--- src/design/rgbrle_pkg.sv ---
`default_nettype none

package rgbrle_pkg;

  localparam int unsigned MaxBlockDef     = 128;
  localparam int unsigned WordsPerBeatDef = 4;
  localparam int unsigned PixW            = 16;
  localparam int unsigned InW             = 24;
  localparam int unsigned BeatWords       = 4;

  localparam logic [1:0] KindLitHdr  = 2'd0;
  localparam logic [1:0] KindRun     = 2'd1;
  localparam logic [1:0] KindLitBeat = 2'd2;

  localparam logic [7:0] RunFlag    = 8'h80;
  localparam logic [7:0] RunLenMask = 8'h7f;

  typedef struct packed {
    logic [1:0]                      kind;
    logic [7:0]                      hdr;
    logic [2:0]                      cnt;
    logic [BeatWords-1:0][PixW-1:0]  words;
  } rec_t;

  function automatic logic [PixW-1:0] to_rgb565(input logic [InW-1:0] c, input logic fmt);
    logic [PixW-1:0] p;
    if (fmt) begin
      p = {c[23:19], c[15:10], c[7:3]};
    end else begin
      p = c[PixW-1:0];
    end
    return p;
  endfunction

endpackage

`default_nettype wire

--- src/design/rgbrle_lit_store.sv ---
`default_nettype none

module rgbrle_lit_store #(
  parameter int unsigned Depth = rgbrle_pkg::MaxBlockDef,
  parameter int unsigned AddrW = $clog2(Depth)
) (
  input  wire logic                        clk_i,
  input  wire logic                        wr_en_i,
  input  wire logic [AddrW-1:0]            wr_addr_i,
  input  wire logic [rgbrle_pkg::PixW-1:0] wr_data_i,
  input  wire logic                        rd_en_i,
  input  wire logic [AddrW-1:0]            rd_addr_i,
  output      logic [rgbrle_pkg::PixW-1:0] rd_data_o
);
  import rgbrle_pkg::*;

  logic [PixW-1:0] mem [Depth];
  logic [PixW-1:0] rd_data_q;

  always_ff @(posedge clk_i) begin
    if (wr_en_i) begin
      mem[wr_addr_i] <= wr_data_i;
    end
    if (rd_en_i) begin
      rd_data_q <= mem[rd_addr_i];
    end
  end

  assign rd_data_o = rd_data_q;

endmodule

`default_nettype wire

--- src/design/rgb565_run_length_encoder.sv ---
// PackBits-style run-length encoder for a stream of RGB565 pixels.
// Input channel: pixel_i with last_pixel_i, handshake in_valid_i / in_stall_o.
// Output channel: one record per transaction (literal header, run record or
// literal data beat of up to WORDS_PER_BEAT words), handshake out_valid_o /
// out_stall_i; end_of_stream_o marks the final record of an image.
// cfg_wr_en_i / cfg_wr_data_i select the pixel format (0 RGB565, 1 BGR888);
// write it only while the encoder is idle.
// One pixel at a time: a small sequencer drives a single 16-bit equality
// comparator and a literal store with separate write and read ports. A pixel
// that emits nothing holds in_stall_o high after acceptance through the
// evaluate, post and finish states; lookahead checks and a run record add
// further states. A literal flush takes a header step, then a store read
// and a capture step per word and a push step per beat.
// The last pixel drains lookahead, run and literal store, writing each
// lookahead word to the store before the flush.
// Records leave through a staging register and an output register; a pixel's
// last record turns valid in the cycle in_stall_o falls. While the receiver
// stalls, the sequencer holds at its next record and the output register
// keeps its payload. Reset clears all control state and the format register;
// the literal store needs no clearing.
`default_nettype none

module rgb565_run_length_encoder #(
  parameter int unsigned MAX_BLOCK      = rgbrle_pkg::MaxBlockDef,
  parameter int unsigned WORDS_PER_BEAT = rgbrle_pkg::WordsPerBeatDef
) (
  input  wire logic                        clk_i,
  input  wire logic                        rst_ni,
  input  wire logic                        cfg_wr_en_i,
  input  wire logic                        cfg_wr_data_i,
  input  wire logic                        in_valid_i,
  output      logic                        in_stall_o,
  input  wire logic [rgbrle_pkg::InW-1:0]  pixel_i,
  input  wire logic                        last_pixel_i,
  output      logic                        out_valid_o,
  input  wire logic                        out_stall_i,
  output      logic [1:0]                  record_kind_o,
  output      logic [7:0]                  header_byte_o,
  output      logic [2:0]                  word_count_o,
  output      logic [rgbrle_pkg::PixW-1:0] word_a_o,
  output      logic [rgbrle_pkg::PixW-1:0] word_b_o,
  output      logic [rgbrle_pkg::PixW-1:0] word_c_o,
  output      logic [rgbrle_pkg::PixW-1:0] word_d_o,
  output      logic                        end_of_stream_o
);
  import rgbrle_pkg::*;

  localparam int unsigned CntW = $clog2(MAX_BLOCK + 1);
  localparam int unsigned IdxW = $clog2(MAX_BLOCK);
  localparam int unsigned NW   = $clog2(WORDS_PER_BEAT + 1);

  localparam logic [3:0] StIdle  = 4'd0;
  localparam logic [3:0] StEval  = 4'd1;
  localparam logic [3:0] StCheck = 4'd2;
  localparam logic [3:0] StAdd2  = 4'd3;
  localparam logic [3:0] StPost  = 4'd4;
  localparam logic [3:0] StRun   = 4'd5;
  localparam logic [3:0] StDrain = 4'd6;
  localparam logic [3:0] StHdr   = 4'd7;
  localparam logic [3:0] StRd    = 4'd8;
  localparam logic [3:0] StCap   = 4'd9;
  localparam logic [3:0] StPushB = 4'd10;
  localparam logic [3:0] StFin   = 4'd11;

  logic [3:0] state_q, state_d, ret_q, ret_d;
  logic       fmt_q;
  logic       last_q, last_d;
  logic       eq_q, eq_d;
  logic       drain_q, drain_d;
  logic       in_run_q, in_run_d;
  logic [1:0] la_cnt_q, la_cnt_d, di_q, di_d, la_idx;
  logic [CntW-1:0] run_len_q, run_len_d, lit_cnt_q, lit_cnt_d, pos_q, pos_d;
  logic [NW-1:0]   n_q, n_d;
  logic [PixW-1:0] p_q, p_d;
  logic [2:0][PixW-1:0] la_q, la_d;
  logic [WORDS_PER_BEAT-1:0][PixW-1:0] beat_q, beat_d;

  logic stage_v_q, stage_v_d, out_v_q, out_v_d, out_eos_q, out_eos_d;
  rec_t stage_q, stage_d, out_q, out_d, push_rec;
  logic push, fin_mv, mv_ok, push_ok;

  logic [PixW-1:0] cmp_a, cmp_b, wr_data, rd_data;
  logic            eq, lit_full, wr_en, rd_en;

  rgbrle_lit_store #(
    .Depth (MAX_BLOCK),
    .AddrW (IdxW)
  ) u_store (
    .clk_i     (clk_i),
    .wr_en_i   (wr_en),
    .wr_addr_i (lit_cnt_q[IdxW-1:0]),
    .wr_data_i (wr_data),
    .rd_en_i   (rd_en),
    .rd_addr_i (pos_q[IdxW-1:0]),
    .rd_data_o (rd_data)
  );

  always_comb begin
    cmp_a = p_q;
    cmp_b = la_q[0];
    if (state_q == StEval && !in_run_q) begin
      cmp_b = la_q[1];
    end
    if (state_q == StCheck) begin
      cmp_a = la_q[0];
      cmp_b = la_q[1];
    end
  end

  assign eq       = (cmp_a == cmp_b);
  assign lit_full = (lit_cnt_q == CntW'(MAX_BLOCK - 1));
  assign la_idx   = (la_cnt_q > 2'd2) ? 2'd2 : la_cnt_q;
  assign mv_ok    = !out_v_q || !out_stall_i;
  assign push_ok  = !stage_v_q || mv_ok;

  always_comb begin
    state_d   = state_q;
    ret_d     = ret_q;
    last_d    = last_q;
    eq_d      = eq_q;
    drain_d   = drain_q;
    in_run_d  = in_run_q;
    la_cnt_d  = la_cnt_q;
    di_d      = di_q;
    run_len_d = run_len_q;
    lit_cnt_d = lit_cnt_q;
    pos_d     = pos_q;
    n_d       = n_q;
    p_d       = p_q;
    la_d      = la_q;
    beat_d    = beat_q;
    wr_en     = 1'b0;
    wr_data   = la_q[0];
    rd_en     = 1'b0;
    push      = 1'b0;
    push_rec  = '0;
    fin_mv    = 1'b0;

    case (state_q)
      StIdle: begin
        if (in_valid_i) begin
          p_d     = to_rgb565(pixel_i, fmt_q);
          last_d  = last_pixel_i;
          state_d = StEval;
        end
      end
      StEval: begin
        eq_d = eq;
        if (in_run_q) begin
          if (eq) begin
            run_len_d = run_len_q + CntW'(1);
            state_d   = (run_len_q >= CntW'(MAX_BLOCK - 1)) ? StRun : StPost;
          end else begin
            state_d = StRun;
          end
        end else begin
          la_d[la_idx] = p_q;
          la_cnt_d     = la_idx + 2'd1;
          state_d      = (la_idx == 2'd2) ? StCheck : StPost;
        end
      end
      StCheck: begin
        if (eq && eq_q) begin
          in_run_d  = 1'b1;
          run_len_d = CntW'(3);
          ret_d     = StPost;
          state_d   = (lit_cnt_q != '0) ? StHdr : StPost;
        end else begin
          wr_en     = 1'b1;
          wr_data   = la_q[0];
          lit_cnt_d = lit_cnt_q + CntW'(1);
          ret_d     = StAdd2;
          state_d   = lit_full ? StHdr : StAdd2;
        end
      end
      StAdd2: begin
        la_d[0] = la_q[2];
        if (eq_q) begin
          la_cnt_d = 2'd2;
          state_d  = StPost;
        end else begin
          wr_en     = 1'b1;
          wr_data   = la_q[1];
          lit_cnt_d = lit_cnt_q + CntW'(1);
          la_cnt_d  = 2'd1;
          ret_d     = StPost;
          state_d   = lit_full ? StHdr : StPost;
        end
      end
      StPost: begin
        if (last_q && !drain_q) begin
          drain_d = 1'b1;
          di_d    = 2'd0;
          state_d = in_run_q ? StRun : StDrain;
        end else begin
          state_d = StFin;
        end
      end
      StRun: begin
        if (push_ok) begin
          push              = 1'b1;
          push_rec.kind     = KindRun;
          push_rec.hdr      = (8'(run_len_q - CntW'(1)) & RunLenMask) | RunFlag;
          push_rec.cnt      = 3'd1;
          push_rec.words[0] = la_q[0];
          in_run_d          = 1'b0;
          run_len_d         = '0;
          if (eq_q) begin
            la_cnt_d = 2'd0;
          end else begin
            la_d[0]  = p_q;
            la_cnt_d = 2'd1;
          end
          state_d = drain_q ? StFin : StPost;
        end
      end
      StDrain: begin
        if (di_q < la_cnt_q) begin
          wr_en     = 1'b1;
          wr_data   = la_q[di_q];
          lit_cnt_d = lit_cnt_q + CntW'(1);
          di_d      = di_q + 2'd1;
          ret_d     = StDrain;
          if (lit_full) begin
            state_d = StHdr;
          end
        end else begin
          ret_d   = StFin;
          state_d = (lit_cnt_q != '0) ? StHdr : StFin;
        end
      end
      StHdr: begin
        if (push_ok) begin
          push          = 1'b1;
          push_rec.kind = KindLitHdr;
          push_rec.hdr  = 8'(lit_cnt_q - CntW'(1));
          pos_d         = '0;
          n_d           = '0;
          beat_d        = '0;
          state_d       = StRd;
        end
      end
      StRd: begin
        rd_en   = 1'b1;
        state_d = StCap;
      end
      StCap: begin
        for (int k = 0; k < WORDS_PER_BEAT; k++) begin
          if (n_q == NW'(k)) begin
            beat_d[k] = rd_data;
          end
        end
        n_d   = n_q + NW'(1);
        pos_d = pos_q + CntW'(1);
        if (n_q == NW'(WORDS_PER_BEAT - 1) || (pos_q + CntW'(1)) == lit_cnt_q) begin
          state_d = StPushB;
        end else begin
          state_d = StRd;
        end
      end
      StPushB: begin
        if (push_ok) begin
          push          = 1'b1;
          push_rec.kind = KindLitBeat;
          push_rec.cnt  = 3'(n_q);
          for (int k = 0; k < WORDS_PER_BEAT; k++) begin
            push_rec.words[k] = beat_q[k];
          end
          n_d    = '0;
          beat_d = '0;
          if (pos_q == lit_cnt_q) begin
            lit_cnt_d = '0;
            state_d   = ret_q;
          end else begin
            state_d = StRd;
          end
        end
      end
      StFin: begin
        if (push_ok) begin
          fin_mv  = stage_v_q;
          drain_d = 1'b0;
          if (last_q) begin
            la_cnt_d  = 2'd0;
            in_run_d  = 1'b0;
            run_len_d = '0;
            lit_cnt_d = '0;
          end
          state_d = StIdle;
        end
      end
      default: begin
        state_d = StIdle;
      end
    endcase

    stage_v_d = stage_v_q;
    stage_d   = stage_q;
    out_v_d   = out_v_q && out_stall_i;
    out_d     = out_q;
    out_eos_d = out_eos_q;
    if (push) begin
      if (stage_v_q) begin
        out_v_d   = 1'b1;
        out_d     = stage_q;
        out_eos_d = 1'b0;
      end
      stage_d   = push_rec;
      stage_v_d = 1'b1;
    end else if (fin_mv) begin
      out_v_d   = 1'b1;
      out_d     = stage_q;
      out_eos_d = last_q;
      stage_v_d = 1'b0;
    end
  end

  always_ff @(posedge clk_i or negedge rst_ni) begin
    if (!rst_ni) begin
      state_q   <= StIdle;
      ret_q     <= StIdle;
      fmt_q     <= 1'b0;
      last_q    <= 1'b0;
      drain_q   <= 1'b0;
      in_run_q  <= 1'b0;
      la_cnt_q  <= 2'd0;
      di_q      <= 2'd0;
      run_len_q <= '0;
      lit_cnt_q <= '0;
      pos_q     <= '0;
      n_q       <= '0;
      stage_v_q <= 1'b0;
      out_v_q   <= 1'b0;
      out_eos_q <= 1'b0;
    end else begin
      state_q   <= state_d;
      ret_q     <= ret_d;
      if (cfg_wr_en_i) begin
        fmt_q <= cfg_wr_data_i;
      end
      last_q    <= last_d;
      drain_q   <= drain_d;
      in_run_q  <= in_run_d;
      la_cnt_q  <= la_cnt_d;
      di_q      <= di_d;
      run_len_q <= run_len_d;
      lit_cnt_q <= lit_cnt_d;
      pos_q     <= pos_d;
      n_q       <= n_d;
      stage_v_q <= stage_v_d;
      out_v_q   <= out_v_d;
      out_eos_q <= out_eos_d;
    end
  end

  always_ff @(posedge clk_i) begin
    p_q     <= p_d;
    eq_q    <= eq_d;
    la_q    <= la_d;
    beat_q  <= beat_d;
    stage_q <= stage_d;
    out_q   <= out_d;
  end

  assign in_stall_o      = (state_q != StIdle);
  assign out_valid_o     = out_v_q;
  assign record_kind_o   = out_q.kind;
  assign header_byte_o   = out_q.hdr;
  assign word_count_o    = out_q.cnt;
  assign word_a_o        = out_q.words[0];
  assign word_b_o        = out_q.words[1];
  assign word_c_o        = out_q.words[2];
  assign word_d_o        = out_q.words[3];
  assign end_of_stream_o = out_eos_q;

`ifndef SYNTHESIS
  a_lit_bound: assert property (@(posedge clk_i) disable iff (!rst_ni)
    lit_cnt_q <= CntW'(MAX_BLOCK))
    else $error("literal count above block size");

  a_run_lookahead: assert property (@(posedge clk_i) disable iff (!rst_ni)
    in_run_q |-> la_cnt_q == 2'd3)
    else $error("run active without full lookahead");

  a_idle_drained: assert property (@(posedge clk_i) disable iff (!rst_ni)
    state_q == StIdle |-> !stage_v_q)
    else $error("staged record left behind at idle");

  a_read_in_range: assert property (@(posedge clk_i) disable iff (!rst_ni)
    state_q == StRd |-> pos_q < lit_cnt_q)
    else $error("literal read beyond fill count");

  a_run_record: assert property (@(posedge clk_i) disable iff (!rst_ni)
    out_valid_o && record_kind_o == KindRun |-> header_byte_o[7] && word_count_o == 3'd1)
    else $error("malformed run record");
`endif

endmodule

`default_nettype wire

--- config.mk ---
export PLATFORM = sky130hd
export DESIGN_NAME = rgb565_run_length_encoder
export DESIGN_NICKNAME = d
export VERILOG_FILES = /design/src/design/rgbrle_pkg.sv /design/src/design/rgbrle_lit_store.sv /design/src/design/rgb565_run_length_encoder.sv
export SDC_FILE = /design/constraint.sdc
export NUM_CORES = 2
export LEC_CHECK = 0
export BUFFER_PORTS_ARGS = -buffer_cell sky130_fd_sc_hd__clkbuf_2
export CORE_ASPECT_RATIO = 0.8
export CORE_MARGIN = 1
export CORE_UTILIZATION = 25
export DETAILED_ROUTE_END_ITERATION = 6
export REMOVE_ABC_BUFFERS = 1
export SLEW_MARGIN = 25
export SYNTH_ARGS = -nofsm -noshare
export SYNTH_HDL_FRONTEND = slang
export SYNTH_SLANG_ARGS = --single-unit
--- constraint.sdc ---
create_clock -name clk_i -period 7.1 [get_ports clk_i]
set_input_delay 1.42 -clock clk_i [delete_from_list [all_inputs] [get_ports clk_i]]
set_output_delay 1.42 -clock clk_i [all_outputs]
set_load 0.01 [all_outputs]
==> summary.md <==
| Metric | Value |
|---|---|
| Cts hold-fix bufs | `0` |
| Max cap viols | `0` |
| Bufs on Longest Clock Path | `4` |
| Num CTS Buffers | `232` |
| Fin. Hold Viols | `0` |
| Pin count of the biggest net entering global routing | `132` |
| Vias | `44.39k` |
| Fill cells | `between 30k and 40k` |
| Combinational power share | `30.7%` |
| Synth top area share | `about 76%` |
| CTS tree | `yes` |
| Internal Power | `0.03055 W` |
| Crit. End Element | `flop` |
| Congestion Overflow GR | `0` |
| Clock share of power | `a little over a quarter` |
| I/O pins | `111` |
| Critical path startpoint category | `flop` |
| Number of global-route vias before repair | `43.36k` |
| Fin area | `~110000 um^2` |
| FP Rows | `199` |
| RSZ-0062 raised after global routing | `false` |
| First-pass DRT Iterations | `6` |
| NumNets Final | `around 4.5k` |
| Maximum vdd drop | `0.0004021 V` |
| Max Slew Vio Count | `0` |
| Ys async rst share | `1.922%` |
| H-tree Lvls | `4` |
| FMAX | `0.1877 GHz` |
| Sw Share | `~33%` |
| Finished Layout Cells | `9565` |
| Cells after Synth | `4137` |
| Leak | `around 32 nW` |
| Most frequent cell after synthesis | `edfxtp_1` |
| Core area | `~370000 um^2` |
| Endpoints failing setup | `0` |
| Placed cell count | `just over 9k` |
| Drt drc | `0` |
| Maximum fanout along the worst path | `19` |
| HPWL after DPL | `136.7 mm` |
| Worst-margin pin slew | `1.078 ns` |
| Area Overhead vs Synth | `16.77%` |
| Final setup TNS | `0 ns` |
| Post-layout minimum cycle time | `between 5 and 6 ns` |
| Top_reg_cell synth | `edfxtp_1` |
| All-Layer GR Usage | `11.78%` |
| Arrival time worst endpoint | `5.93 ns` |
| Starting Density | `roughly a quarter` |
| Headroom to the max-slew limit | `28.15%` |
| Final ANT Viol Nets | `0` |
| Detailed Route WL | `between 200 and 250 mm` |
| Worst hold slack | `0.3534 ns` |
| # port buffers | `107` |
| Die Height | `547.4 um` |
| Worst-Skew Late Latency | `0.92 ns` |
| Post-synth cell types | `75` |
| Clk_skew | `~0.088 ns` |
| WL per Instance | `about 24 um` |
| Most frequent cells after synthesis | `2347 x edfxtp_1, 672 x mux4_2, 156 x clkbuf_1, 103 x nor2_1, 97 x nand2_1` |
| Psw | `0.01522 W` |
| Seq/Total Area, Yosys | `between 70% and 80%` |
| Post-CTS setup buffer count | `0` |
| RePlAce Congestion | `0.8220` |
| Post-DP Area | `approximately 100000 um^2` |
| Worst Path Required | `just under 8 ns` |
| Iteration-0 DRC Markers | `5521` |
| Post-synth EDFFs | `2347` |
| First-pass GRT wire length | `325.7 mm` |
| Die ar. | `374300 um^2` |
| Synth top area cells | `edfxtp_1 76%, mux4_2 16%, dfrtp_1 1.2%, clkbuf_1 0.63%, and2_1 0.46%` |
| Mapped cell area | `a little over 90000 um^2` |
| Die X | `683.8 um` |
| Post-CTS sizing | `0` |
| CTS root buffer | `clkbuf_16` |
| Clk pin slew, worst setup/hold paths | `0.06 ns` |
| Fin util | `29.44%` |
| Seq cells post-synth | `between 2k and 2.5k` |
| Largest area contributor in the netlist | `edfxtp_1` |
| Sequential cell fraction of total power | `42.9%` |
| Via-to-Cell Ratio | `between 4 and 5` |
| Crit path kind | `flop to flop` |
| Synth warn | `0` |
| Syn_area_per_cell | `22.47 um^2` |
| Initial antenna violation count | `7` |
| Final Cycle Share | `75.04%` |
| P per Cell Area | `~420 nW/um^2` |
| Ratio of cells with drive above 1 in the final layout | `31.45%` |
| Min-Delay Path Class | `flop to flop` |
| # clock sinks | `2393` |
| Status | `finished clean` |
-- stage by stage --
step                total power [W]  worst slack (ns)
finish                      0.04576             1.772
global route                0.04732             1.624
CTS                         0.04605             1.667
detailed placement          0.03397             1.685
global placement            0.03357             1.876
floorplan                   0.02866            -14.33
-- routing by layer --
| layer | part of all wire, % | global-route usage, % |
|---|---|---|
| met5 | 0.0057 | 0 |
| met4 | 1.9 | 2.413 |
| met1 | 45 | 17.96 |
| met3 | 9.4 | 2.710 |
| met2 | 43 | 17.06 |
-- power by group through the flow --
| stage | registers (W) | logic [W] | clock network, W |
|---|---|---|---|
| after floorplan | 0.0206 | 0.00804 | 0 |
| after global placement | 0.0199 | 0.0137 | 0 |
| after detailed placement | 0.0199 | 0.0140 | 0 |
| after CTS | 0.0196 | 0.0141 | 0.0123 |
| after global routing | 0.0197 | 0.0147 | 0.0129 |
| final | 0.0196 | 0.0140 | 0.0121 |
-- flip-flops by register name, summed over array words and instances, names as in the netlist, 2 cells and up --
register / count
word_d_o: 16
run_len_q: 8
stage_q: 77
lit_cnt_q: 8
di_q: 2
u_store.mem: 2048
p_q: 16
beat_q: 64
header_byte_o: 8
ret_q: 4
word_count_o: 3
la_q: 48
state_q: 4
n_q: 3
word_a_o: 16
word_b_o: 16
la_cnt_q: 2
pos_q: 8
record_kind_o: 2
word_c_o: 16
u_store.rd_data_o: 16
-- worst paths after layout --
path | from | endpoint | slack [ns] | cells after the start
max | state_q[0]$_DFFE_PN0P_ | u_store.mem[43][6]$_DFFE_PP_ | 1.77 | 10
min | stage_q[8]$_SDFFCE_PN0P_ | word_a_o[8]$_DFFE_PP_ | 0.35 | 0
max reg2reg | state_q[0]$_DFFE_PN0P_ | u_store.mem[43][6]$_DFFE_PP_ | 1.77 | 10
min reg2reg | stage_q[8]$_SDFFCE_PN0P_ | word_a_o[8]$_DFFE_PP_ | 0.35 | 0
max in group asynchronous | rst_ni | pos_q[0]$_DFFE_PN0P_ | 5.81 | 2
min in group asynchronous | rst_ni | fmt_q$_DFFE_PN0P_ | 0.62 | 2
-- cell type report --
class / count / area [um^2] / share of cell area [%]
inverter: 29 / 110.1 / 0.1014
clock buffer: 298 / 6125 / 5.643
clock inverter: 122 / 1237 / 1.140
multi-input combinational: 1478 / 20940 / 19.30
sequential: 2393 / 71650 / 66.01
antenna: 5 / 12.51 / 0.01153
tap: 4924 / 6161 / 5.676
timing repair buffer: 316 / 2305 / 2.123
-- kinds of logic after synthesis --
kind of cell,after synthesis,synth area share [%]
xor gates and xnor gates,45,0.4240
AOI/OAI and AO/OA,250,1.981
adders and majority gates,11,0.1481
and+or+nand+nor,462,2.517
muxes,710,16.74
buffers and inverters,266,1.137
DFF,2393,77.06
-- cell usage in the layout (no fill, tap or decap), types with 15 or more instances in the layout --
| cell type | count |
|---|---|
| nand3_1 | 33 |
| clkbuf_16 | 233 |
| xor2_1 | 21 |
| bufinv_16 | 23 |
| nand2_4 | 15 |
| a31oi_1 | 20 |
| clkbuf_1 | 60 |
| buf_4 | 193 |
| nor3_1 | 15 |
| clkbuf_2 | 107 |
| xnor2_1 | 24 |
| nor3_2 | 35 |
| a22oi_1 | 21 |
| clkinv_1 | 57 |
| edfxtp_1 | 2347 |
| clkinv_2 | 30 |
| nor2_1 | 97 |
| o22ai_1 | 15 |
| a22o_1 | 35 |
| nand2_1 | 80 |
| and2_1 | 69 |
| o21ai_0 | 44 |
| a21oi_1 | 24 |
| inv_1 | 27 |
| buf_12 | 16 |
| mux4_2 | 672 |
| mux2_2 | 34 |
| nor4_2 | 43 |
| dfrtp_1 | 40 |
-- critical path, stage by stage (launching register included) --
cell       delay (ns)
dfrtp_1          0.68
or3b_1           0.70
a21oi_1          0.68
nor3_1           0.13
o32ai_1          0.70
nor3_1           0.20
nand3_2          0.24
o2111ai_2        0.32
buf_4            0.41
nor2_1           0.69
buf_4            0.32
Note: power is estimated with default switching activity, not from simulation.
